## src/rtl/tpr_pkg.sv

```systemverilog
// Shared constants, types and controller/datapath interface for the time-pair ring.
package tpr_pkg;

   // Ring depth is a power of two: slot arithmetic wraps in SLOT_W bits.
   localparam int RING_DEPTH    = 1024;
   localparam int SLOT_W        = $clog2(RING_DEPTH);
   localparam int HALF_WINDOW   = 5;
   localparam int WINDOW_SPAN   = 2 * HALF_WINDOW;
   localparam int CNT_W         = $clog2(WINDOW_SPAN + 1);
   localparam int OLDEST_OFFSET = 2;

   localparam int FUNC_W       = 2;
   localparam int SEC_W        = 32;
   localparam int NSEC_W       = 30;
   localparam int MATCH_SLOT_W = 10;

   typedef enum logic [FUNC_W-1:0] {
      FUNC_RECORD    = 2'd0,
      FUNC_QUERY_UTC = 2'd1,
      FUNC_QUERY_RAW = 2'd2,
      FUNC_NOP       = 2'd3
   } func_type;

   typedef struct packed {
      logic [SEC_W-1:0]  raw_sec;
      logic [NSEC_W-1:0] raw_nsec;
      logic [SEC_W-1:0]  utc_sec;
   } rec_type;

   typedef enum logic [3:0] {
      ST_IDLE,
      ST_WRITE,
      ST_NEWEST,
      ST_OLDEST,
      ST_CHECK,
      ST_WINDOW,
      ST_SCAN,
      ST_DRAIN,
      ST_RESPOND
   } state_type;

   typedef enum logic [1:0] {
      ADDR_NEWEST,
      ADDR_OLDEST,
      ADDR_SCAN
   } addr_sel_type;

   typedef struct packed {
      logic         load;
      logic         write;
      logic         rd_en;
      addr_sel_type addr_sel;
      logic         cap_newest;
      logic         check;
      logic         window;
      logic         scan;
      logic         emit;
   } cmd_type;

   typedef struct packed {
      logic in_range;
      logic scan_last;
   } status_type;

endpackage

```

## src/rtl/tpr_ctrl.sv

```systemverilog
// Sequencer for record writes and windowed nearest-key queries.
module tpr_ctrl (
   input  logic                        clock,
   input  logic                        reset,
   input  logic                        start,
   input  logic [tpr_pkg::FUNC_W-1:0]  req_func,
   input  tpr_pkg::status_type         status,
   output tpr_pkg::cmd_type            cmd,
   output logic                        busy
);

   tpr_pkg::state_type state_ff;
   tpr_pkg::state_type state_in;
   tpr_pkg::func_type  func;

   assign func = tpr_pkg::func_type'(req_func);

   always_comb begin
      state_in = state_ff;
      case (state_ff)
         tpr_pkg::ST_IDLE: begin
            if (start) begin
               case (func)
                  tpr_pkg::FUNC_RECORD:    state_in = tpr_pkg::ST_WRITE;
                  tpr_pkg::FUNC_QUERY_UTC: state_in = tpr_pkg::ST_NEWEST;
                  tpr_pkg::FUNC_QUERY_RAW: state_in = tpr_pkg::ST_NEWEST;
                  default:                 state_in = tpr_pkg::ST_IDLE;
               endcase
            end
         end
         tpr_pkg::ST_WRITE:  state_in = tpr_pkg::ST_IDLE;
         tpr_pkg::ST_NEWEST: state_in = tpr_pkg::ST_OLDEST;
         tpr_pkg::ST_OLDEST: state_in = tpr_pkg::ST_CHECK;
         tpr_pkg::ST_CHECK:  state_in = tpr_pkg::ST_WINDOW;
         tpr_pkg::ST_WINDOW: begin
            state_in = status.in_range ? tpr_pkg::ST_SCAN : tpr_pkg::ST_RESPOND;
         end
         tpr_pkg::ST_SCAN: begin
            if (status.scan_last) begin
               state_in = tpr_pkg::ST_DRAIN;
            end
         end
         tpr_pkg::ST_DRAIN:   state_in = tpr_pkg::ST_RESPOND;
         tpr_pkg::ST_RESPOND: state_in = tpr_pkg::ST_IDLE;
         default:             state_in = tpr_pkg::ST_IDLE;
      endcase
   end

   always_comb begin
      cmd          = '0;
      cmd.addr_sel = tpr_pkg::ADDR_NEWEST;
      case (state_ff)
         tpr_pkg::ST_IDLE:   cmd.load = start;
         tpr_pkg::ST_WRITE:  cmd.write = 1'b1;
         tpr_pkg::ST_NEWEST: cmd.rd_en = 1'b1;
         tpr_pkg::ST_OLDEST: begin
            cmd.rd_en      = 1'b1;
            cmd.addr_sel   = tpr_pkg::ADDR_OLDEST;
            cmd.cap_newest = 1'b1;
         end
         tpr_pkg::ST_CHECK:  cmd.check = 1'b1;
         tpr_pkg::ST_WINDOW: cmd.window = 1'b1;
         tpr_pkg::ST_SCAN: begin
            cmd.rd_en    = 1'b1;
            cmd.addr_sel = tpr_pkg::ADDR_SCAN;
            cmd.scan     = 1'b1;
         end
         tpr_pkg::ST_RESPOND: cmd.emit = 1'b1;
         default:             cmd.load = 1'b0;
      endcase
   end

   assign busy = (state_ff != tpr_pkg::ST_IDLE);

   always_ff @(posedge clock) begin
      if (reset) begin
         state_ff <= tpr_pkg::ST_IDLE;
      end else begin
         state_ff <= state_in;
      end
   end

endmodule

```

## config.mk

```make
export PLATFORM = sky130hd
export DESIGN_NAME = tpr_ctrl
export DESIGN_NICKNAME = d
export VERILOG_FILES = /design/src/rtl/tpr_pkg.sv /design/src/rtl/tpr_ctrl.sv
export SDC_FILE = /design/constraint.sdc
export NUM_CORES = 1
export LEC_CHECK = 0
export BUFFER_PORTS_ARGS = -buffer_cell sky130_fd_sc_hd__buf_2
export CORE_AREA = 2 2 39 41
export DETAILED_ROUTE_END_ITERATION = 8
export DIE_AREA = 0 0 41 43
export PLACE_DENSITY = 0.6
export SETUP_SLACK_MARGIN = 0.1
export SLEW_MARGIN = 20
export SYNTH_ARGS = -nofsm -noshare
export SYNTH_HDL_FRONTEND = slang
export SYNTH_SLANG_ARGS = --single-unit
export TNS_END_PERCENT = 30
```

## constraint.sdc

```tcl
create_clock -name clock -period 1.5 [get_ports clock]
set_input_delay 0.075 -clock clock [delete_from_list [all_inputs] [get_ports clock]]
set_output_delay 0.075 -clock clock [all_outputs]
set_load 0.005 [all_outputs]
```

==> metrics.md, run 1 <==
| Metric | Value |
|---|---|
| Final Cycle Share | 0.8515 |
| R2R depth | 4 |
| CTS tree | built |
| Routed length per instance | 9.779 um |
| Die Ht | around 43 um |
| HP Start | reset |
| Run status | completed |
| Crit path capture | cmd[1] |
| Hpwl dp | 579.1 um |
| GRT Overall Usage | 0.1141 |
| FP Rows | 14 |
| Final hold violation count | 0 |
| Input/output buffers | 17 |
| Root Driver | clkbuf_4 |
| Pre-CTS WS | 0.2533 ns |
| RePlAce Congestion | 0.7520 |
| Stages on worst setup path | 3 |
| Skew final | roughly 0.0079 ns |
| Pin count of the biggest net entering global routing | 13 |
| Routed vias/inst | 4.662 |
| Number of global-route vias before repair | about 320 |
| Clock buffer depth | 2 |
| Critical path capture point type | primary output |
| RSZ-0062 raised after global routing | false |
| # Max-Cap Violations | 0 |
| Clock Sink Count | 4 |
| Core area | around 1400 sq um |
| ANT nets after route | 0 |
| Critical Path RT | 1.42 ns |
| Setup_tns | 0 ns |
| Fmax achieved | ~0.78 GHz |
| Synth cell types | 23 |
| Pleak | around 0.21 nW |
| Power Dens Cells | 791.6 nW/um^2 |
| Crit path max-delay family | flip-flops |
| Mapped Area | about 330 sq um |
| Initial antenna violation count | 0 |
| Io pins | 18 |
| Router iterations before antenna repair | 4 |
| Total grt overflow | 0 |
| Biggest regs | state_ff x4 |
| Setup CP Type | reg -> out |
| Worst slew pin tran | around 0.35 ns |
| Fin util | 0.3038 |
| First-pass GRT wire length | ~1.3 mm |
| Maximum VDD drop | 0.3616 mV |
| DRC errors left | 0 |
| Period minus WS final | ~1.3 ns |
| Via count | approximately 360 |
| Buf/Inv on CP | 1 |
| Die area | about 1800 sq um |
| Initial core utilization | 0.2387 |
| R2r endpoint | state_ff[1] |
| Reg2Reg Setup Slack | approximately 0.23 ns |
| Power, Total | between 0.0003 and 0.0004 W |
| Synth-to-Final Area Change | 27.27% |
| CP arrival | between 1 and 1.5 ns |
| Final WL | roughly 750 um |
| Yosys warnings | 0 |
| Die width | between 40 and 50 um |
| Critical path startpoint | state_ff[2] |
| Most frequent cells in the layout | buf_2, nor2_1, nor3_1 |
| Crit path max-delay cell type | dfxtp_1 |
| Reg-to-Reg Start | state_ff[2] |
| #FFs+latches synth | 4 |
| Clk Latency, worst-skew pair | approximately 0.24 ns |
| Most flop-heavy register | state_ff |
| Post-synthesis net count | 54 |
| Sequential fraction of the synthesis area | 0.2424 |
| Layout Cells excl Fill | just under 80 |
| Crit-path cells | nand2b_2, nor2_1, buf_2 |
| H-tree levels | 1 |
| Cells after Synth | 46 |
| Max reg flops | 4 |
| Synthesized area per cell | roughly 7.2 sq um |
| Most common cell after layout, fill and taps aside | buf_2 |
| Max Fanout on Critical Path | 10 |
| Slew Limit Fails | 0 |
| Worst hold path class | in -> reg |
| Crit path launch type | register |
| CP max stage delay | around 0.52 ns |
| # setup viols final | 0 |
| DRT iter0 DRCs | 5 |
| Num CTS Buffers | 3 |
| Layout cells sized above 1 | 0.4098 |
| Rel. slew slack | 0.7670 |
| Clock transition at path regs | about 0.040 ns |
| Placed Cells | between 70 and 80 |
| Worst Slack Setup Final | about 0.22 ns |
| Inserted Diodes | 0 |
| Layout net count | approximately 70 |
==> worst register-to-register path: cells and delay by family, from the launching register on <==
family | cells | cell delay [ns]
AND/OR/NAND/NOR | 3 | 0.39
AO/OA/AOI/OAI | 1 | 0.23
flip-flops | 1 | 0.52
==> repair_timing <==
item,CTS,global route
resized for setup,0,1
setup buffers,0,0
hold buffers,0,0
hold endpoints to repair,0,0
setup endpoints to repair,0,3
==> area by class of cell <==
cell class,instances,area [sq um]
sequential,4,81.33
inverter,4,15.01
timing repair buffer,17,85.08
tap,16,20.02
clock buffer,3,22.52
multi-input combinational,33,196.4
fill,159,963.4
==> Yosys cell counts (all sizes together) <==
library cell,count,area (sq um)
nor2,7,26.28
buf,5,38.78
nor3,5,25.02
dfxtp,4,80.08
inv,4,15.01
a21oi,3,15.01
nand2,3,11.26
nor4,3,18.77
nand2b,2,15.02
a211oi,1,12.51
a22o,1,8.760
and3,1,6.260
ha,1,12.51
nand3,1,5.000
nor2b,1,6.260
nor3b,1,12.51
nor4b,1,8.760
o21ai,1,5.000
o31ai,1,7.510
==> stage by stage <==
step	hold WS, ns	area (sq um)
after detailed placement	0.3183	396.6
after global routing	0.08185	420.4
after global placement	0.3185	396.6
after floorplan	0.1537	330.3
final	0.06760	420.4
after CTS	0.06125	419.2
==> power breakdown <==
group,switching (W),internal [W],leakage [nW],total [W]
logic,0.0000319,0.0000352,0.158,0.0000671
registers,0.0000150,0.000113,0.0329,0.000128
clock network,0.0000482,0.0000898,0.0138,0.000138
==> per-layer routing <==
| metal | part of all wire | global-route usage | vias to the layer above |
|---|---|---|---|
| li1 | - | - | 189 |
| met4 | 0 | 0.04000 | 0 |
| met5 | 0 | 0 | - |
| met3 | 0.096 | 0.07853 | 0 |
| met2 | 0.46 | 0.1469 | 15 |
| met1 | 0.44 | 0.1465 | 155 |
==> cells by family after synthesis <==
logic type	after synthesis	share of synthesized area
AND/OR/NAND/NOR	25	0.4091
buffers and inverters	9	0.1628
AO/OA/AOI/OAI	7	0.1477
flip-flops	4	0.2424
adder cells (fa/ha/maj)	1	0.03787
==> worst min path at each step <==
stage	to	cells after the start
2_1_floorplan	state_ff[2]	1
3_3_place_gp	state_ff[2]	2
3_5_place_dp	state_ff[3]	2
4_1_cts	state_ff[3]	2
5_1_grt	state_ff[2]	2
6_report	state_ff[3]	2
Note: power is estimated with default switching activity, not from simulation.
==> inputs of run 2 (changes only) <==
- PLACE_DENSITY: 0.6 -> unset
- PLACE_DENSITY_LB_ADDON: unset -> 0.05
==> metrics.md, run 2 (same netlist as run 1, synthesis figures left out) <==
| Metric | Value |
|---|---|
| Reg-to-Reg Start | state_ff[0] |
| # Max-Cap Violations | 0 |
| Die area | about 1800 sq um |
| Most frequent cells in the layout | buf_2, nor2_1, nor3_1 |
| Input/output buffers | 17 |
| Final WL | roughly 910 um |
| ANT nets after route | 0 |
| Via count | around 370 |
| Final hold violation count | 0 |
| Die Ht | between 40 and 50 um |
| Routed vias/inst | approximately 4.6 |
| HP Start | reset |
| Fin util | 0.3201 |
| Most common cell after layout, fill and taps aside | buf_2 |
| Layout Cells excl Fill | 80 |
| Final Instance Area | ~440 sq um |
| Skew final | roughly 0.0032 ns |
| DRC errors left | 0 |
| Rel. slew slack | 0.7602 |
| Biggest regs | state_ff x4 |
| DRT iter0 DRCs | 9 |
| Period minus WS final | between 1 and 1.5 ns |
| Power Dens Cells | 766.8 nW/um^2 |
| Clk Latency, worst-skew pair | around 0.24 ns |
| Die width | just over 40 um |
| RSZ-0062 raised after global routing | true |
| Crit path max-delay family | simple AND/OR/NAND/NOR gates |
| Placed Cells | between 70 and 80 |
| GRT Overall Usage | 0.1232 |
| Router iterations before antenna repair | 4 |
| Crit-path cells | nand2b_2, nor2_1, buf_2 |
| Worst slew pin tran | about 0.36 ns |
| CP arrival | approximately 1.2 ns |
| H-tree levels | 1 |
| Num CTS Buffers | 3 |
| R2r endpoint | state_ff[1] |
| Setup CP Type | reg -> out |
| Run status | completed |
| Maximum VDD drop | roughly 0.29 mV |
| FP Rows | 14 |
| Critical Path RT | around 1.4 ns |
| Cts hold-fix bufs | 0 |
| Worst hold path class | in -> reg |
| Max Fanout on Critical Path | 11 |
| Hpwl dp | 700 um |
| Reg2Reg Setup Slack | about 0.25 ns |
| CP max stage delay | 0.40 ns |
| Layout fillers | between 150 and 200 |
| Fmax achieved | 0.7655 GHz |
| Initial core utilization | 0.2387 |
| Layout cells sized above 1 | 0.4375 |
| Critical path capture point type | primary output |
| Buf/Inv on CP | 1 |
| Hold path depth | 2 |
| Crit path max-delay cell type | dfxtp_1 |
| Synth-to-Final Area Change | 34.09% |
| Total grt overflow | 0 |
| Inserted Diodes | 0 |
| Most flop-heavy register | state_ff |
| Core area | between 1000 and 1500 sq um |
| Layout net count | between 70 and 80 |
| CTS tree | built |
| Slew Limit Fails | 0 |
| Routed length per instance | about 11 um |
| R2R depth | 4 |
| Pin count of the biggest net entering global routing | 12 |
| Clock buffer depth | 2 |
| First-pass GRT wire length | ~1.4 mm |
| Crit path launch type | register |
| Root Driver | clkbuf_4 |
| Io pins | 18 |
| Pleak | 0.2212 nW |
| # setup viols final | 0 |
| Clock Sink Count | 4 |
| Initial antenna violation count | 0 |
| Post-DP Area | 419.2 sq um |
| Clock transition at path regs | around 0.040 ns |
| Max reg flops | 4 |
| Setup_tns | 0 ns |
| Hold Path Sink | state_ff[3] |
| RePlAce Congestion | about 0.73 |
| Number of global-route vias before repair | roughly 300 |
| Final Cycle Share | 0.8709 |
==> run 2: cell count changes in the layout (fill, tap and decap cells not counted) <==
cell,before,now
buf_4,0,3
==> run 2: metal layers <==
metal | track usage | vias to the layer above | wire length (um)
li1 | - | 196 | -
met1 | 0.1629 | 160 | 432
met2 | 0.1469 | 12 | 408
met3 | 0.06806 | 0 | 67
met4 | 0.08000 | 0 | 0
met5 | 0 | - | 0
==> run 2: worst max-delay path by stage <==
| stage | start | slack, ns | to | cells past startpoint |
|---|---|---|---|---|
| after CTS | state_ff[1] | 0.13 | cmd[6] | 3 |
| after global routing | state_ff[2] | 0.07 | cmd[0] | 3 |
| after global placement | state_ff[0] | 0.27 | state_ff[1] | 4 |
| final | state_ff[0] | 0.19 | cmd[6] | 3 |
| after detailed placement | state_ff[0] | 0.26 | state_ff[1] | 4 |
| after floorplan | state_ff[1] | 0.44 | state_ff[1] | 4 |
==> run 2: repair_timing <==
| action | CTS | global route |
|---|---|---|
| resized for setup | 0 | 1 |
| setup endpoints to repair | 0 | 3 |
| setup buffers | 0 | 0 |
==> run 2: power breakdown <==
part | total, W | internal [W] | switching (W)
sequential | 0.000126 | 0.000113 | 0.0000132
combinational | 0.0000755 | 0.0000394 | 0.0000361
clock | 0.000138 | 0.0000898 | 0.0000485
==> run 2: stage by stage <==
stage	power [W]	setup slack (ns)	hold slack, ns
floorplan	0.0001732	0.4391	0.1537
global placement	0.0002052	0.2707	0.3326
detailed placement	0.0002029	0.2603	0.3259
CTS	0.0003453	0.1342	0.07550
global route	0.0003658	0.07021	0.07765
finish	0.0003396	0.1937	0.08508
==> run 2: worst reg2reg max path, stage by stage, from the launching register on <==
cell      delay [ns]
dfxtp_1         0.40
nand2b_2        0.25
nor3b_2         0.19
nor4_1          0.06
a22o_1          0.23
==> run 2: area by class of cell <==
| class | instances | area, sq um | area share |
|---|---|---|---|
| repair buffers | 20 | 107.6 | 0.2429 |
| multi-input cells | 33 | 196.4 | 0.4435 |
| clock buffers | 3 | 22.52 | 0.05085 |
| inverters | 4 | 15.01 | 0.03390 |
| flip-flops and latches | 4 | 81.33 | 0.1836 |
| well taps | 16 | 20.02 | 0.04520 |
